**src/rtl/core/rsd_pkg.sv**
```systemverilog
// Shared types and character constants for the radix digit formatter.
package rsd_pkg;

  localparam int SLOT_COUNT = 16;
  localparam int SLOT_IDX_W = 4;
  localparam int COUNT_W    = 5;
  localparam int CFG_DATA_W = 64;
  localparam int CFG_IDX_W  = 2;

  typedef logic [7:0] symbol_t;
  typedef symbol_t [SLOT_COUNT-1:0] symbol_table_t;

  localparam symbol_t CHAR_PLUS  = 8'd43;
  localparam symbol_t CHAR_MINUS = 8'd45;
  localparam symbol_t PRINT_LOW  = 8'd32;
  localparam symbol_t PRINT_HIGH = 8'd126;

  localparam logic [CFG_IDX_W-1:0] REG_SYMBOLS_LOW  = 2'd0;
  localparam logic [CFG_IDX_W-1:0] REG_SYMBOLS_HIGH = 2'd1;
  localparam logic [CFG_IDX_W-1:0] REG_SYMBOL_COUNT = 2'd2;

endpackage

```
**src/rtl/core/rsd_alpha_check.sv**
```systemverilog
// Alphabet validity check: count range, printable range, no signs, no repeats.
module rsd_alpha_check import rsd_pkg::*; #(
  parameter int MAX_SYMBOLS = 16
) (
  input  symbol_table_t      symbols,
  input  logic [COUNT_W-1:0] count,
  output logic               ok
);

  localparam logic [COUNT_W-1:0] MAX_COUNT = COUNT_W'(MAX_SYMBOLS);

  always_comb begin
    ok = (count >= COUNT_W'(2)) && (count <= MAX_COUNT);
    for (int i = 0; i < SLOT_COUNT; i++) begin
      if (COUNT_W'(i) < count) begin
        if (symbols[i] < PRINT_LOW || symbols[i] > PRINT_HIGH ||
            symbols[i] == CHAR_PLUS || symbols[i] == CHAR_MINUS) begin
          ok = 1'b0;
        end
        for (int j = i + 1; j < SLOT_COUNT; j++) begin
          if (COUNT_W'(j) < count && symbols[j] == symbols[i]) begin
            ok = 1'b0;
          end
        end
      end
    end
  end

endmodule

```
**src/rtl/core/rsd_divider.sv**
```systemverilog
// Iterative divide-by-radix unit: eight quotient bits per cycle, restoring.
module rsd_divider import rsd_pkg::*; #(
  parameter int VALUE_BITS = 32,
  parameter int DIGIT_W    = 4
) (
  input  logic                  clk,
  input  logic                  rst,
  input  logic                  start,
  input  logic [VALUE_BITS-1:0] dividend,
  input  logic [DIGIT_W:0]      radix,
  output logic                  done,
  output logic [VALUE_BITS-1:0] quotient,
  output logic [DIGIT_W-1:0]    remainder
);

  localparam int STEP_BITS = 8;
  localparam int NSTEP     = (VALUE_BITS + STEP_BITS - 1) / STEP_BITS;
  localparam int PAD_BITS  = NSTEP * STEP_BITS;
  localparam int CNT_W     = $clog2(NSTEP + 1);

  logic [PAD_BITS-1:0] work;
  logic [PAD_BITS-1:0] work_next;
  logic [DIGIT_W-1:0]  rem;
  logic [DIGIT_W-1:0]  rem_next;
  logic [CNT_W-1:0]    cnt;

  // One cycle's worth of long division: bring down a bit, subtract if it fits.
  always_comb begin
    logic [DIGIT_W:0] part;
    work_next = work;
    rem_next  = rem;
    for (int k = 0; k < STEP_BITS; k++) begin
      part      = {rem_next, work_next[PAD_BITS-1]};
      work_next = {work_next[PAD_BITS-2:0], 1'b0};
      if (part >= radix) begin
        rem_next     = DIGIT_W'(part - radix);
        work_next[0] = 1'b1;
      end else begin
        rem_next = part[DIGIT_W-1:0];
      end
    end
  end

  always_ff @(posedge clk) begin
    if (rst) begin
      cnt  <= '0;
      done <= 1'b0;
    end else begin
      done <= 1'b0;
      if (start) begin
        cnt <= CNT_W'(NSTEP);
      end else if (cnt != '0) begin
        cnt  <= cnt - 1'b1;
        done <= (cnt == CNT_W'(1));
      end
    end
  end

  always_ff @(posedge clk) begin
    if (start) begin
      work <= PAD_BITS'(dividend);
      rem  <= '0;
    end else if (cnt != '0) begin
      work <= work_next;
      rem  <= rem_next;
    end
  end

  assign quotient  = work[VALUE_BITS-1:0];
  assign remainder = rem;

endmodule

```
**src/rtl/core/signed_integer_to_radix_digits.sv**
```systemverilog
// Flow: each digit takes one pass of the shared divide-by-radix unit (8 quotient bits a cycle),
//   after which the first beat is loaded into the output register.
// Throughput: one number at a time; for 32-bit values at most 32 digits,
//   then one beat per character; the next number is taken the cycle after the last beat.
// A rejected alphabet drops the item at once with no beats; ready stays high.
// Reset: synchronous active-high rst clears control and all configuration registers to zero.
module signed_integer_to_radix_digits import rsd_pkg::*; #(
  parameter int MAX_SYMBOLS = 16,
  parameter int VALUE_BITS  = 32
) (
  input  logic                  clk,
  input  logic                  rst,
  // configuration write port
  input  logic                  cfg_write,
  input  logic [CFG_IDX_W-1:0]  cfg_index,
  input  logic [CFG_DATA_W-1:0] cfg_data,
  // input channel
  input  logic                  in_valid,
  output logic                  in_ready,
  input  logic signed [VALUE_BITS-1:0] value,
  // output channel
  output logic                  out_valid,
  input  logic                  out_ready,
  output logic [7:0]            out_char,
  output logic                  last
);

  localparam int DIGIT_W = $clog2(MAX_SYMBOLS);
  localparam int STACK_W = VALUE_BITS * DIGIT_W;
  localparam int ND_W    = $clog2(VALUE_BITS + 1);

  localparam logic [1:0] S_IDLE = 2'd0;
  localparam logic [1:0] S_DIV  = 2'd1;
  localparam logic [1:0] S_EMIT = 2'd2;

  // Configuration registers.
  logic [CFG_DATA_W-1:0] symbols_low;
  logic [CFG_DATA_W-1:0] symbols_high;
  logic [COUNT_W-1:0]    symbol_count;

  always_ff @(posedge clk) begin
    if (rst) begin
      symbols_low  <= '0;
      symbols_high <= '0;
      symbol_count <= '0;
    end else if (cfg_write) begin
      unique case (cfg_index)
        REG_SYMBOLS_LOW:  symbols_low  <= cfg_data;
        REG_SYMBOLS_HIGH: symbols_high <= cfg_data;
        REG_SYMBOL_COUNT: symbol_count <= cfg_data[COUNT_W-1:0];
        default: ;
      endcase
    end
  end

  // Slots 0..7 from the low word, 8..15 from the high word, lowest byte first.
  symbol_table_t sym_table;
  always_comb begin
    for (int i = 0; i < SLOT_COUNT / 2; i++) begin
      sym_table[i]                  = symbols_low[8*i +: 8];
      sym_table[i + SLOT_COUNT / 2] = symbols_high[8*i +: 8];
    end
  end

  logic alpha_ok;

  rsd_alpha_check #(
    .MAX_SYMBOLS(MAX_SYMBOLS)
  ) u_check (
    .symbols(sym_table),
    .count  (symbol_count),
    .ok     (alpha_ok)
  );

  // Control and digit stack.
  logic [1:0]            state;
  logic                  sign_pend;
  logic [ND_W-1:0]       nd;
  logic [STACK_W-1:0]    stack;

  logic                  in_beat;
  logic                  div_start;
  logic                  div_done;
  logic [VALUE_BITS-1:0] div_dividend;
  logic [VALUE_BITS-1:0] div_quot;
  logic [DIGIT_W-1:0]    div_rem;
  logic [VALUE_BITS-1:0] magnitude;
  logic                  negative;

  assign in_ready = (state == S_IDLE);
  assign in_beat  = in_valid && in_ready;

  // Two's complement magnitude; the most negative value yields 2^(VALUE_BITS-1) unsigned.
  assign negative  = value[VALUE_BITS-1];
  assign magnitude = negative ? (~value + 1'b1) : value;

  // Kick the divider on a good input beat, and again on each nonzero quotient.
  assign div_start    = (in_beat && alpha_ok) ||
                        (state == S_DIV && div_done && div_quot != '0);
  assign div_dividend = (state == S_IDLE) ? magnitude : div_quot;

  rsd_divider #(
    .VALUE_BITS(VALUE_BITS),
    .DIGIT_W   (DIGIT_W)
  ) u_div (
    .clk      (clk),
    .rst      (rst),
    .start    (div_start),
    .dividend (div_dividend),
    .radix    (symbol_count[DIGIT_W:0]),
    .done     (div_done),
    .quotient (div_quot),
    .remainder(div_rem)
  );

  always_ff @(posedge clk) begin
    if (rst) begin
      state     <= S_IDLE;
      sign_pend <= 1'b0;
      nd        <= '0;
      out_valid <= 1'b0;
    end else begin
      unique case (state)
        S_IDLE: begin
          // Drop the item outright when the alphabet is bad.
          if (in_beat && alpha_ok) begin
            state     <= S_DIV;
            sign_pend <= negative;
            nd        <= '0;
          end
        end
        S_DIV: begin
          if (div_done) begin
            nd <= nd + 1'b1;
            if (div_quot == '0) begin
              state <= S_EMIT;
            end
          end
        end
        S_EMIT: begin
          // Advance when the output register is empty or its beat leaves now.
          if (!out_valid || out_ready) begin
            if (sign_pend) begin
              out_valid <= 1'b1;
              sign_pend <= 1'b0;
            end else if (nd != '0) begin
              out_valid <= 1'b1;
              nd        <= nd - 1'b1;
            end else begin
              out_valid <= 1'b0;
              state     <= S_IDLE;
            end
          end
        end
        default: state <= S_IDLE;
      endcase
    end
  end

  // Payload: push remainders on the low end (most significant lands on top), pop from there.
  always_ff @(posedge clk) begin
    if (state == S_DIV && div_done) begin
      stack <= {stack[STACK_W-DIGIT_W-1:0], div_rem};
    end
    if (state == S_EMIT && (!out_valid || out_ready)) begin
      if (sign_pend) begin
        out_char <= CHAR_MINUS;
        last     <= 1'b0;
      end else if (nd != '0) begin
        out_char <= sym_table[SLOT_IDX_W'(stack[DIGIT_W-1:0])];
        last     <= (nd == ND_W'(1));
        stack    <= stack >> DIGIT_W;
      end
    end
  end

endmodule
```
**config.mk**
```make
export PLATFORM = sky130hd
export DESIGN_NAME = signed_integer_to_radix_digits
export DESIGN_NICKNAME = d
export VERILOG_FILES = /design/src/rtl/core/rsd_pkg.sv /design/src/rtl/core/rsd_alpha_check.sv /design/src/rtl/core/rsd_divider.sv /design/src/rtl/core/signed_integer_to_radix_digits.sv
export SDC_FILE = /design/constraint.sdc
export NUM_CORES = 2
export LEC_CHECK = 0
export BUFFER_PORTS_ARGS = -buffer_cell sky130_fd_sc_hd__buf_4
export CAP_MARGIN = 10
export CORE_MARGIN = 2
export CORE_UTILIZATION = 50
export CTS_BUF_LIST = sky130_fd_sc_hd__clkbuf_2
export CTS_CLUSTER_DIAMETER = 60
export DETAILED_ROUTE_END_ITERATION = 16
export PLACE_DENSITY_LB_ADDON = 0.12
export SLEW_MARGIN = 30
export SYNTH_ARGS = -nofsm -noshare
export SYNTH_HDL_FRONTEND = slang
export SYNTH_SLANG_ARGS = --single-unit
```
**constraint.sdc**
```tcl
create_clock -name clk -period 38.9 [get_ports clk]
set_input_delay 5.835 -clock clk [delete_from_list [all_inputs] [get_ports clk]]
set_output_delay 5.835 -clock clk [all_outputs]
set_load 0.01 [all_outputs]
```
==> impl_metrics.csv <==
group,metric,value,unit
yosys,ys_seq_area_share,23.9,%
placement,place.gp.congestion,1.02,
timing,rsz0062_at_grt,"false",
min_path,hold_path.class,"reg -> reg",
floorplan,start_util,50.6,%
detailed_routing,drc,0,
timing,finalCritPeriodShare,37.5,%
floorplan,die_y,243,um
detailed_routing,wl_per_cell,25.2,um
global_route,grt_antenna_before_repair,4,
worst_setup_path,worstReg2RegEnd,"u_div.quotient[0]$_DFFE_PP_",
worst_setup_path,timing.critical_path.from,"symbol_count[1]$_SDFFE_PP0P_",
worst_setup_path,cp.required,39.72,ns
yosys,async_flop_share,0,%
cts,numCtsBuffers,88,
placement,hpwlAfterDp,66700,um
layout,drive_gt1_share,15.1,%
floorplan,die_area,0.0590,sq mm
power_and_ir_drop,total_leakage_power,10.7,nW
global_route,grt_pass1_vias,26400,
timing,skew,0.197,ns
worst_setup_path,crit_fanout,15,
power_and_ir_drop,vdd_drop_max,0.331,mV
worst_setup_path,criticalPathCategory,"reg -> reg",
global_route,grt_max_degree,133,
detailed_routing,vias_per_cell,6.30,
worst_setup_path,r2r_slack,24.33,ns
yosys,synth.distinct_cells,71,
layout,layout_commonest_cell,"xnor2_1",
placement,io_buffers,113,
cts,cts_root_buf,"clkbuf_2",
worst_setup_path,worstReg2RegStart,"symbol_count[1]$_SDFFE_PP0P_",
cts,clkTransAtPathRegs,0.09,ns
worst_setup_path,cpPeakStageDelay,0.88,ns
floorplan,pin_count,114,
yosys,syn_area_per_cell,8.26,sq um
layout,final_cell_mix,"xnor2_1 (797), nand2_1 (432), dfxtp_1 (278)",
floorplan,num_rows,87,
cts,cts_setup_buffers,0,
detailed_routing,drt_iter0_drc,2761,
worst_setup_path,reg2regPathDepth,61,
min_path,min_from,"stack[42]$_DFF_P_",
yosys,synth_edf_count,41,
layout,area_delta_synth_final,7.67,%
yosys,synth_area,0.0285,sq mm
global_route,grt_pass1_wl,162000,um
global_route,grtUsageTotal,35.8,%
min_path,hold_path_depth,2,
yosys,yosys.area.top_type,"xnor2_1",
layout,final_util,54.5,%
worst_setup_path,crit_top_cell,"a21o_1",
detailed_routing,ant_nets,0,
floorplan,fp.dieW,243,um
yosys,yosys_warnings,0,
timing,tightest_slew,0.960,ns
cts,clkLatencyLatePin,1.23,ns
cts,clock_sinks,320,
run_status,outcome,"finished, final reports clean",
worst_setup_path,cp-end-kind,"flip-flop",
yosys,synth_ff_type,"dfxtp_1",
worst_setup_path,worst_ep_arrival_time,15.40,ns
worst_setup_path,cp_slowest_cell,"dfxtp_1",
cts,cts_tree,"built",
global_route,grt_overflow_total,0,
detailed_routing,vias,26800,
yosys,synth_nets,3615,
cts,cts_resized,0,
detailed_routing,wirelength,107000,um
worst_setup_path,start_kind,"flip-flop",
layout,fin_nets,3593,
power_and_ir_drop,powerDensity,88.4,mW/mm^2
timing,final_max_slew_viol_count,0,
min_path,holdPathEnd,"stack[38]$_DFF_P_",
yosys,synth_top_cell_area_share,24.5,%
detailed_routing,firstDrtPassIters,5,
timing,setup_violations,0,
cts,h-tree-depth,3,
cts,clk_path_buf_depth,3,
timing,hold_viol,0,
cts,cts_hold_buffers,0,
yosys,synth_area_leaders,"xnor2_1 (24%), dfxtp_1 (20%), xor2_1 (6.0%)",
run,max-cap-violations,0,
timing,fin_setup_tns,0,ns
timing,min_period,14.57,ns
timing,fmax,68.6,MHz
floorplan,coreArea,0.0564,sq mm
timing,worst_hold_slack,0.386,ns
yosys,ys_seq_elements,320,
yosys,syn_inst,3454,
timing,relSlewSlack,35.4,%
worst max-delay path: cells and delay by family (launching register included):
| kind | cells | cell delay [ns] |
|---|---|---|
| AOI/OAI and AO/OA | 34 | 6.53 |
| muxes | 8 | 2.64 |
| adders and majority gates | 8 | 2.51 |
| and+or+nand+nor | 8 | 0.99 |
| DFF | 1 | 0.88 |
| buffers and inverters | 3 | 0.74 |
cell usage after synthesis, drive strengths merged, types with 50 or more instances:
cell type  count
ha            50
nand2        432
nor3          92
a21oi        168
clkbuf       142
mux2          53
xnor2        797
o21ai        162
mux2i        139
xor2         196
dfxtp        279
nor4          81
buf          234
nand4        205
kinds of logic (layout without fill, tap and decap cells):
kind of cell	count (synthesis)	in the layout	share of synthesized area (%)
flip-flops	320	320	23.9
other	0	3	0
adder cells (fa/ha/maj)	58	58	2.75
AO/OA/AOI/OAI	462	462	9.60
AND/OR/NAND/NOR	976	976	17.0
XOR/XNOR	993	993	30.5
multiplexers	232	232	10.1
buffers and inverters	413	456	6.15
where the power goes:
| part | switching [mW] | leakage, nW | internal, mW | total [mW] |
|---|---|---|---|---|
| clock | 0.152 | 0.611 | 0.0969 | 0.249 |
| sequential | 0.0216 | 2.65 | 0.418 | 0.440 |
| combinational | 1.02 | 7.42 | 1.01 | 2.03 |
| total | 1.19 | 10.7 | 1.52 | 2.72 |
stage by stage:
step                cell area (sq um)  instances  setup WS, ns  power (mW)
floorplan                       28500       3454         26.11        2.07
finish                          30700       4256         24.33        2.72
CTS                             30700       4253         24.43        2.72
global route                    30700       4256         23.28        2.98
global placement                29900       4097         24.82        2.39
detailed placement              29900       4098         24.45        2.46
how the worst max path moves through the flow:
stage                                      endpoint  slack, ns  cells past startpoint
floorplan               u_div.quotient[0]$_DFFE_PP_      26.11                     63
global placement        u_div.quotient[0]$_DFFE_PP_      24.82                     61
detailed placement      u_div.quotient[0]$_DFFE_PP_      24.45                     61
CTS                     u_div.quotient[0]$_DFFE_PP_      24.43                     61
global route        u_div.remainder[2]$_SDFFE_PN0P_      23.28                     63
finish                  u_div.quotient[0]$_DFFE_PP_      24.33                     61
layer usage:
metal / vias up / GRT usage (%) / wire length [um]
li1: 11800 / - / -
met2: 1616 / 56.0 / 47500
met1: 12900 / 43.6 / 40700
met3: 484 / 10.2 / 12300
met4: 4 / 22.1 / 6910
met5: - / 0.0817 / 27
sequential cells by signal, summed over array words and instances, names as in the netlist, 3 cells and up:
register         cells
stack              128
symbols_high        64
symbols_low         64
u_div.quotient      32
out_char             8
nd                   6
symbol_count         5
u_div.remainder      4
u_div.cnt            3
area by class of cell:
cell class | instances | area (sq um)
Inverter | 37 | 139
Clock inverter | 30 | 189
Tap cell | 756 | 946
Sequential cell | 320 | 6820
Clock buffer | 125 | 626
Fill cell | 5321 | 25700
Multi-Input combinational cell | 2721 | 20000
Timing Repair Buffer | 264 | 2010
Antenna cell | 3 | 7.51
(Power assumes the default switching activity.)
